==> src/mpss_pkg.sv <==
`timescale 1ns / 1ps

package mpss_pkg;

  // sizes and limits
  localparam int unsigned PIXEL_COUNT_DEF = 65536;
  localparam int unsigned MAX_IMAGES      = 1024;
  localparam int unsigned SAMPLE_BITS     = 8;

  localparam int unsigned IDX_W    = 16;
  localparam int unsigned SMP_W    = 8;
  localparam int unsigned CNT_W    = 11;
  localparam int unsigned DEV_W    = 20;
  localparam int unsigned SQ_W     = 26;
  localparam int unsigned VAR_W    = 18;
  localparam int unsigned QUO_W    = 18;
  localparam int unsigned MDEN_W   = 11;
  localparam int unsigned VDEN_W   = 21;
  localparam int unsigned SUM_W    = 18;
  localparam int unsigned DIFF_W   = 38;
  localparam int unsigned VNUM_W   = 42;
  localparam int unsigned CFG_AW   = 4;
  localparam int unsigned CFG_DW   = 32;

  localparam logic [SMP_W-1:0] SAMPLE_MASK = SMP_W'((1 << SAMPLE_BITS) - 1);
  localparam logic [CNT_W-1:0] CNT_FULL    = CNT_W'(MAX_IMAGES);

  // register indexes
  localparam logic [1:0] REG_MEAN_VAR = 2'd0;
  localparam logic [1:0] REG_MINIMUM  = 2'd1;
  localparam logic [1:0] REG_MAXIMUM  = 2'd2;

  // one row of the per-pixel store
  typedef struct packed {
    logic                    known;
    logic [SMP_W-1:0]        refv;
    logic [CNT_W-1:0]        cnt;
    logic signed [DEV_W-1:0] dev;
    logic [SQ_W-1:0]         sq;
    logic [SMP_W-1:0]        mn;
    logic [SMP_W-1:0]        mx;
  } row_t;

  localparam row_t ROW_RESET = '{
    known: 1'b0, refv: '0, cnt: '0, dev: '0, sq: '0, mn: SAMPLE_MASK, mx: '0
  };

  // operands of the two division lanes
  typedef struct packed {
    logic [MDEN_W-1:0] mden;
    logic [MDEN_W-1:0] mrem;
    logic [QUO_W-1:0]  mlo;
    logic [VDEN_W-1:0] vden;
    logic [VDEN_W-1:0] vrem;
    logic [QUO_W-1:0]  vlo;
  } div_in_t;

  typedef struct packed {
    logic [QUO_W-1:0]  mquo;
    logic [MDEN_W-1:0] mrem;
    logic [QUO_W-1:0]  vquo;
  } div_out_t;

  // sideband that rides along the divider
  typedef struct packed {
    logic [IDX_W-1:0] idx;
    logic [CNT_W-1:0] n;
    logic [SMP_W-1:0] mn;
    logic [SMP_W-1:0] mx;
    logic             sat;
    logic             vsat;
  } side_t;

  localparam int unsigned SIDE_W = $bits(side_t);

endpackage

==> src/mpss_div_pipe.sv <==
`timescale 1ns / 1ps

module mpss_div_pipe
  import mpss_pkg::*;
#(
  parameter int unsigned PW = SIDE_W
) (
  input  logic           clk,
  input  logic           rst_n,
  input  logic           adv,
  input  logic           in_valid,
  input  div_in_t        in_ops,
  input  logic [PW-1:0]  in_side,
  output logic           out_valid,
  output div_out_t       out_res,
  output logic [PW-1:0]  out_side
);

  logic              valid_r [QUO_W];
  logic [MDEN_W-1:0] mden_r  [QUO_W];
  logic [MDEN_W-1:0] mrem_r  [QUO_W];
  logic [QUO_W-1:0]  mlo_r   [QUO_W];
  logic [VDEN_W-1:0] vden_r  [QUO_W];
  logic [VDEN_W-1:0] vrem_r  [QUO_W];
  logic [QUO_W-1:0]  vlo_r   [QUO_W];
  logic [PW-1:0]     side_r  [QUO_W];

  // one quotient bit per stage for each lane
  for (genvar i = 0; i < QUO_W; i++) begin : g_stage
    logic              v_in;
    logic [MDEN_W-1:0] md_in, mr_in;
    logic [QUO_W-1:0]  ml_in;
    logic [VDEN_W-1:0] vd_in, vr_in;
    logic [QUO_W-1:0]  vl_in;
    logic [PW-1:0]     sd_in;
    logic [MDEN_W:0]   m_trial;
    logic [VDEN_W:0]   v_trial;
    logic              m_ge, v_ge;
    logic [MDEN_W-1:0] mrem_nxt;
    logic [VDEN_W-1:0] vrem_nxt;

    if (i == 0) begin : g_first
      assign v_in  = in_valid;
      assign md_in = in_ops.mden;
      assign mr_in = in_ops.mrem;
      assign ml_in = in_ops.mlo;
      assign vd_in = in_ops.vden;
      assign vr_in = in_ops.vrem;
      assign vl_in = in_ops.vlo;
      assign sd_in = in_side;
    end else begin : g_next
      assign v_in  = valid_r[i-1];
      assign md_in = mden_r[i-1];
      assign mr_in = mrem_r[i-1];
      assign ml_in = mlo_r[i-1];
      assign vd_in = vden_r[i-1];
      assign vr_in = vrem_r[i-1];
      assign vl_in = vlo_r[i-1];
      assign sd_in = side_r[i-1];
    end

    always_comb begin
      m_trial  = {mr_in, ml_in[QUO_W-1]};
      m_ge     = m_trial >= {1'b0, md_in};
      mrem_nxt = m_ge ? MDEN_W'(m_trial - {1'b0, md_in}) : m_trial[MDEN_W-1:0];
      v_trial  = {vr_in, vl_in[QUO_W-1]};
      v_ge     = v_trial >= {1'b0, vd_in};
      vrem_nxt = v_ge ? VDEN_W'(v_trial - {1'b0, vd_in}) : v_trial[VDEN_W-1:0];
    end

    always_ff @(posedge clk) begin
      if (!rst_n) begin
        valid_r[i] <= 1'b0;
      end else if (adv) begin
        valid_r[i] <= v_in;
      end
    end

    always_ff @(posedge clk) begin
      if (adv) begin
        mden_r[i] <= md_in;
        mrem_r[i] <= mrem_nxt;
        mlo_r[i]  <= {ml_in[QUO_W-2:0], m_ge};
        vden_r[i] <= vd_in;
        vrem_r[i] <= vrem_nxt;
        vlo_r[i]  <= {vl_in[QUO_W-2:0], v_ge};
        side_r[i] <= sd_in;
      end
    end
  end

  assign out_valid    = valid_r[QUO_W-1];
  assign out_res.mquo = mlo_r[QUO_W-1];
  assign out_res.mrem = mrem_r[QUO_W-1];
  assign out_res.vquo = vlo_r[QUO_W-1];
  assign out_side     = side_r[QUO_W-1];

endmodule

==> config.mk <==
export PLATFORM = sky130hd
export DESIGN_NAME = mpss_div_pipe
export DESIGN_NICKNAME = d
export VERILOG_FILES = /design/src/mpss_pkg.sv /design/src/mpss_div_pipe.sv
export SDC_FILE = /design/constraint.sdc
export NUM_CORES = 2
export LEC_CHECK = 0
export BUFFER_PORTS_ARGS = -buffer_cell sky130_fd_sc_hd__buf_2
export CAP_MARGIN = 20
export CORE_MARGIN = 2
export CORE_UTILIZATION = 63
export DETAILED_ROUTE_END_ITERATION = 7
export GPL_ROUTABILITY_DRIVEN = 0
export GPL_TIMING_DRIVEN = 0
export PLACE_DENSITY = 0.92
export SYNTH_ARGS = -nofsm -noshare
export SYNTH_HDL_FRONTEND = slang
export SYNTH_SLANG_ARGS = --single-unit
==> constraint.sdc <==
create_clock -name clk -period 5 [get_ports clk]
set_clock_uncertainty 0.2 [all_clocks]
set_input_delay 0.25 -clock clk [delete_from_list [all_inputs] [get_ports clk]]
set_output_delay 0.25 -clock clk [all_outputs]
set_load 0.005 [all_outputs]
======== Yosys cells after proc, flatten, opt, wreduce, memory -nomap -nowiden ========
Memories as Yosys holds them, arrays and structs flattened.
Cells that the tools add are included.
storage, ports and cells
  memories ................................ 8
  logic and storage cells ................. 157
  bits in writable memories ............... 2628
  register bits ........................... 0
operators by class
  $add $sub $neg .......................... 36
  mux-type cells .......................... 59
  magnitude comparators ................... 36
  bitwise gates (word level) .............. 18
memory list
  name         words  bits a word  rd ports  clocked after Yosys merged registers in  wr ports  RTL line             RTL
  side_r       18     45           18        0                                        18        mpss_div_pipe.sv:26  logic [PW-1:0] side_r [QUO_W];
  vden_r       18     21           17        0                                        18        mpss_div_pipe.sv:23  logic [VDEN_W-1:0] vden_r [QUO_W];
  vrem_r       18     21           17        0                                        18        mpss_div_pipe.sv:24  logic [VDEN_W-1:0] vrem_r [QUO_W];
  mlo_r        18     18           18        0                                        18        mpss_div_pipe.sv:22  logic [QUO_W-1:0] mlo_r [QUO_W];
  vlo_r        18     18           18        0                                        18        mpss_div_pipe.sv:25  logic [QUO_W-1:0] vlo_r [QUO_W];
  mden_r       18     11           17        0                                        18        mpss_div_pipe.sv:20  logic [MDEN_W-1:0] mden_r [QUO_W];
  +2 memories  n/a    n/a          n/a       n/a                                      n/a       n/a
operators by type and width
  cell              number
  $ge A22 B21 Y1    18
  $mux W21          18
  $sub A21 B21 Y21  18
  $ge A12 B11 Y1    18
  $mux W11          18
  $sub A11 B11 Y11  18
  $mux W1           23
  $or A1 B1 Y1      18

======== Logic depth before layout (Yosys ltp) ========
  word-level depth ........................ 4
  depth in mapped cells ................... 15
  mapped depth without buffers ............ 13

======== Worst setup path after synthesis ========
Ideal clock, no wire load.
  path kind ............................... flip-flop to flip-flop
  start point ............................. memory vlo_r[12][17]
  end point ............................... memory vrem_r[13][13], data pin
  path buffers ............................ 1
  stages on the path, launching flop included .. 14
  arrival time ............................ 3.048 ns
  path slack .............................. 1.491 ns
  setup time .............................. 0.260 ns
  path through ............................ edfxtp_1 inv_1 ha_1 inv_1 fa_1 a211oi_1 nor2_1 o21a_1 a311o_1 o41a_1 a21o_1 a21o_1 buf_6 mux2_4
RTL lines
  element      RTL line
  from (decl)  mpss_div_pipe.sv:25
  to (decl)    mpss_div_pipe.sv:24

==> impl_metrics.csv <==
group,metric,value,unit
timing,drv_slew,0,
yosys,synth_seq_cells,2575,
cts,cts_tree,"built",
yosys,yosys.area.top_type_share,0.699,
floorplanning,die_area,0.179,mm²
critical_path,crit_type,"primary input to flop",
power_and_ir_drop,p_leak,0.0493,µW
critical_path,crit_family,"buffers and inverters",
cts,htreeDepth,5,
run_status,status,"complete, but fails checks",
critical_path,critPathLaunchType,"primary input",
floorplanning,die_h,423,µm
route,drtAntennaViolNets,0,
floorplanning,rows,153,
yosys,ys_warn_count,0,
critical_path,crit_chain,"dlygate4sd3_1 > buf_2 > inv_1 > ha_1 > inv_1 > fa_1 > a211oi_2 > o211ai_1 > a41oi_2 > o31a_1 > o221ai_1 > a31oi_4 > clkbuf_1 > nand2_1 > dlygate4sd3_1 > o21ai_0 > dlygate4sd3_1",
finish,drive_gt1_frac,0.108,
critical_path,required,5.56,ns
critical_path,cp_common_cell,"dlygate4sd3_1",
timing,timing.final.ws_setup,-0.167,ns
grt,overflow,0,
placement,hpwlAfterDp,126000,µm
route,wire_per_inst,19.1,µm
min_path,hold_class,"flop to flop",
grt,antenna_found_initial,6,
grt,grt_max_degree,192,
finish,final_cell_mix,"edfxtp_1 (2574), inv_1 (765), ha_1 (576), a21oi_1 (492), o21ai_0 (362)",
placement,dp_slack,0.630,ns
grt,grt_pass1_vias,65213,
job,max-cap-violations,0,
critical_path,rr_worst_depth,13,
power_and_ir_drop,ir_drop,0.396,mV
placement,place_area,0.115,mm²
cts,clkTransAtPathRegs,0.06,ns
finish,final_util,0.727,
timing,fin_crit,5.17,ns
critical_path,path_buf_inv,7,
route,wirelength,208000,µm
min_path,worstHoldPathCells,0,
critical_path,endpoint_kind,"flop",
yosys,synth_area_leaders,"edfxtp_1 (70%), ha_1 (6.5%), inv_1 (2.6%), a21oi_1 (2.2%), mux2_2 (2.1%)",
run_status,violations,"design-rule violations, negative setup slack",
yosys,syn_inst,7520,
grt,grt_usage,0.231,
timing,worst_pin_slew,1.11,ns
floorplanning,io_pins,242,
yosys,synth_area_leader_cell,"edfxtp_1",
finish,final_common_cell,"edfxtp_1",
yosys,synth_flop_cell,"edfxtp_1",
cts,clock_path_buffers,4,
yosys,ys_seq_area_frac,0.699,
critical_path,critPathMaxStageDelay,0.60,ns
finish,syn2layout_area_growth,14.5,%
yosys,synth_edf_count,2574,
critical_path,path_depth,17,
timing,hold-worst-slack,0.156,ns
critical_path,worstPathArrival,5.73,ns
cts,cts_sinks,2575,
route,drtIter0Drc,6038,
cts,cts_buffers,274,
timing,relSlewSlack,0.257,
timing,max_freq,194,MHz
timing,setup_viol,1,
yosys,syn_nets,8280,
power_and_ir_drop,power_per_cell_area,571,mW/mm²
timing,timing.final.crit_share,1.03,
route,drc,1,
floorplanning,die_w,423,µm
timing,hold_viol,0,
timing,fin_tns_setup,-0.167,ns
cts,clkLatencyLatePin,0.93,ns
yosys,syn-mean-instance-area,14.7,µm²
route,vias,64127,
critical_path,reg2reg_slack,0.27,ns
cts,cts_post_setup_buffers_inserted,0,
yosys,async_flop_share,0,
grt,grt_pass1_wl,332000,µm
route,firstDrtPassIters,8,
finish,nets,9137,
floorplanning,core_area,0.174,mm²
floorplanning,start_util,0.635,
yosys,synth_cell_types,87,
finish,fin_area,0.127,mm²
critical_path,cp_max_fo,10,
critical_path,critPathSlowestCell,"dlygate4sd3_1",
cts,clock_tree.root_cell,"clkbuf_16",
yosys,netlist_area,0.111,mm²
placement,io_buffers,241,
route,viasPerCell,5.89,
routing by layer:
metal | vias up | wire length [µm] | global-route usage
li1 | 29790 | - | -
met1 | 30526 | 75000 | 0.259
met2 | 2949 | 108000 | 0.413
met3 | 856 | 12700 | 0.0432
met4 | 6 | 12800 | 0.133
met5 | - | 29 | 0
registers in the layout (all words and copies together) (netlist names):
register  flops
vlo_r       324
mlo_r       324
mden_r      187
mrem_r      198
vrem_r      357
valid_r      18
side_r      810
vden_r      357
timing repair:
item	CTS	global route
hold buffers	325	0
resized for setup	0	4
endpoints found under the hold margin	246	0
setup endpoints to repair	0	16
cell usage after synthesis (11+ instances only):
cell / instances
inv_1: 765
a21boi_0: 14
o211ai_1: 13
buf_2: 22
o21bai_1: 40
a21o_1: 215
o2111ai_1: 11
a31oi_1: 44
nand4_1: 88
o21a_1: 58
nand2b_1: 87
nor4_1: 38
ha_1: 576
mux2_2: 207
xor2_1: 164
a31o_2: 20
fa_1: 35
mux2i_1: 31
nor2_1: 327
a211oi_1: 31
or4_1: 19
nand2_1: 347
a21oi_1: 492
nand3_1: 130
o31ai_1: 22
and3_1: 68
or2_2: 25
nor3_1: 82
or3_1: 23
nor2b_1: 88
xnor2_1: 225
edfxtp_1: 2574
o31a_1: 26
clkbuf_1: 64
o21ai_0: 362
worst register-to-register path: cells and delay by family (launching register included):
kind | cells | cell delay [ns]
buffers and inverters | 3 | 0.58
adders and majority gates | 2 | 0.62
muxes | 1 | 0.39
DFF | 1 | 0.42
AOI/OAI and AO/OA | 7 | 2.26
cell families (layout without fill, tap and decap cells):
family	after synthesis	in the layout	share of synthesized area
AND/OR/NAND/NOR	1369	1369	0.0607
buffers and inverters	863	1895	0.0301
XOR/XNOR	389	389	0.0308
AO/OA/AOI/OAI	1463	1463	0.0822
flip-flops	2575	2575	0.699
other	0	4	0
adder cells (fa/ha/maj)	611	611	0.0715
multiplexers	250	250	0.0253
path summary, 6_finish.rpt:
kind,from,to
setup / recovery,in_ops[17],vrem_r[0][6]
hold / removal,mlo_r[11][4],mlo_r[12][5]
setup reg to reg,vlo_r[0][17],vrem_r[1][5]
hold reg to reg,mlo_r[11][4],mlo_r[12][5]
where the power goes:
part | leakage, µW | switching [µW] | internal [µW]
Sequential | 0.0252 | 1740 | 28800
Combinational | 0.0201 | 12900 | 10100
Clock | 0.00400 | 7750 | 11000
Total | 0.0493 | 22400 | 49900
metrics by stage:
step | instances | power (µW)
final | 10881 | 72200
after global routing | 10878 | 76000
after CTS | 10877 | 71800
after detailed placement | 10101 | 52400
after global placement | 10086 | 52400
after floorplan | 7520 | 46900
layout make-up:
cell class	count	area [µm²]
Sequential cell	2575	77300
Fill cell	9850	47400
Multi-Input combinational cell	4082	29900
Clock buffer	339	7250
Timing Repair Buffer	581	4890
Tap cell	2325	2910
Inverter	765	2870
Clock inverter	112	947
Buffer	98	452
Antenna cell	4	10.0
Note: power is estimated with default switching activity, not from simulation.
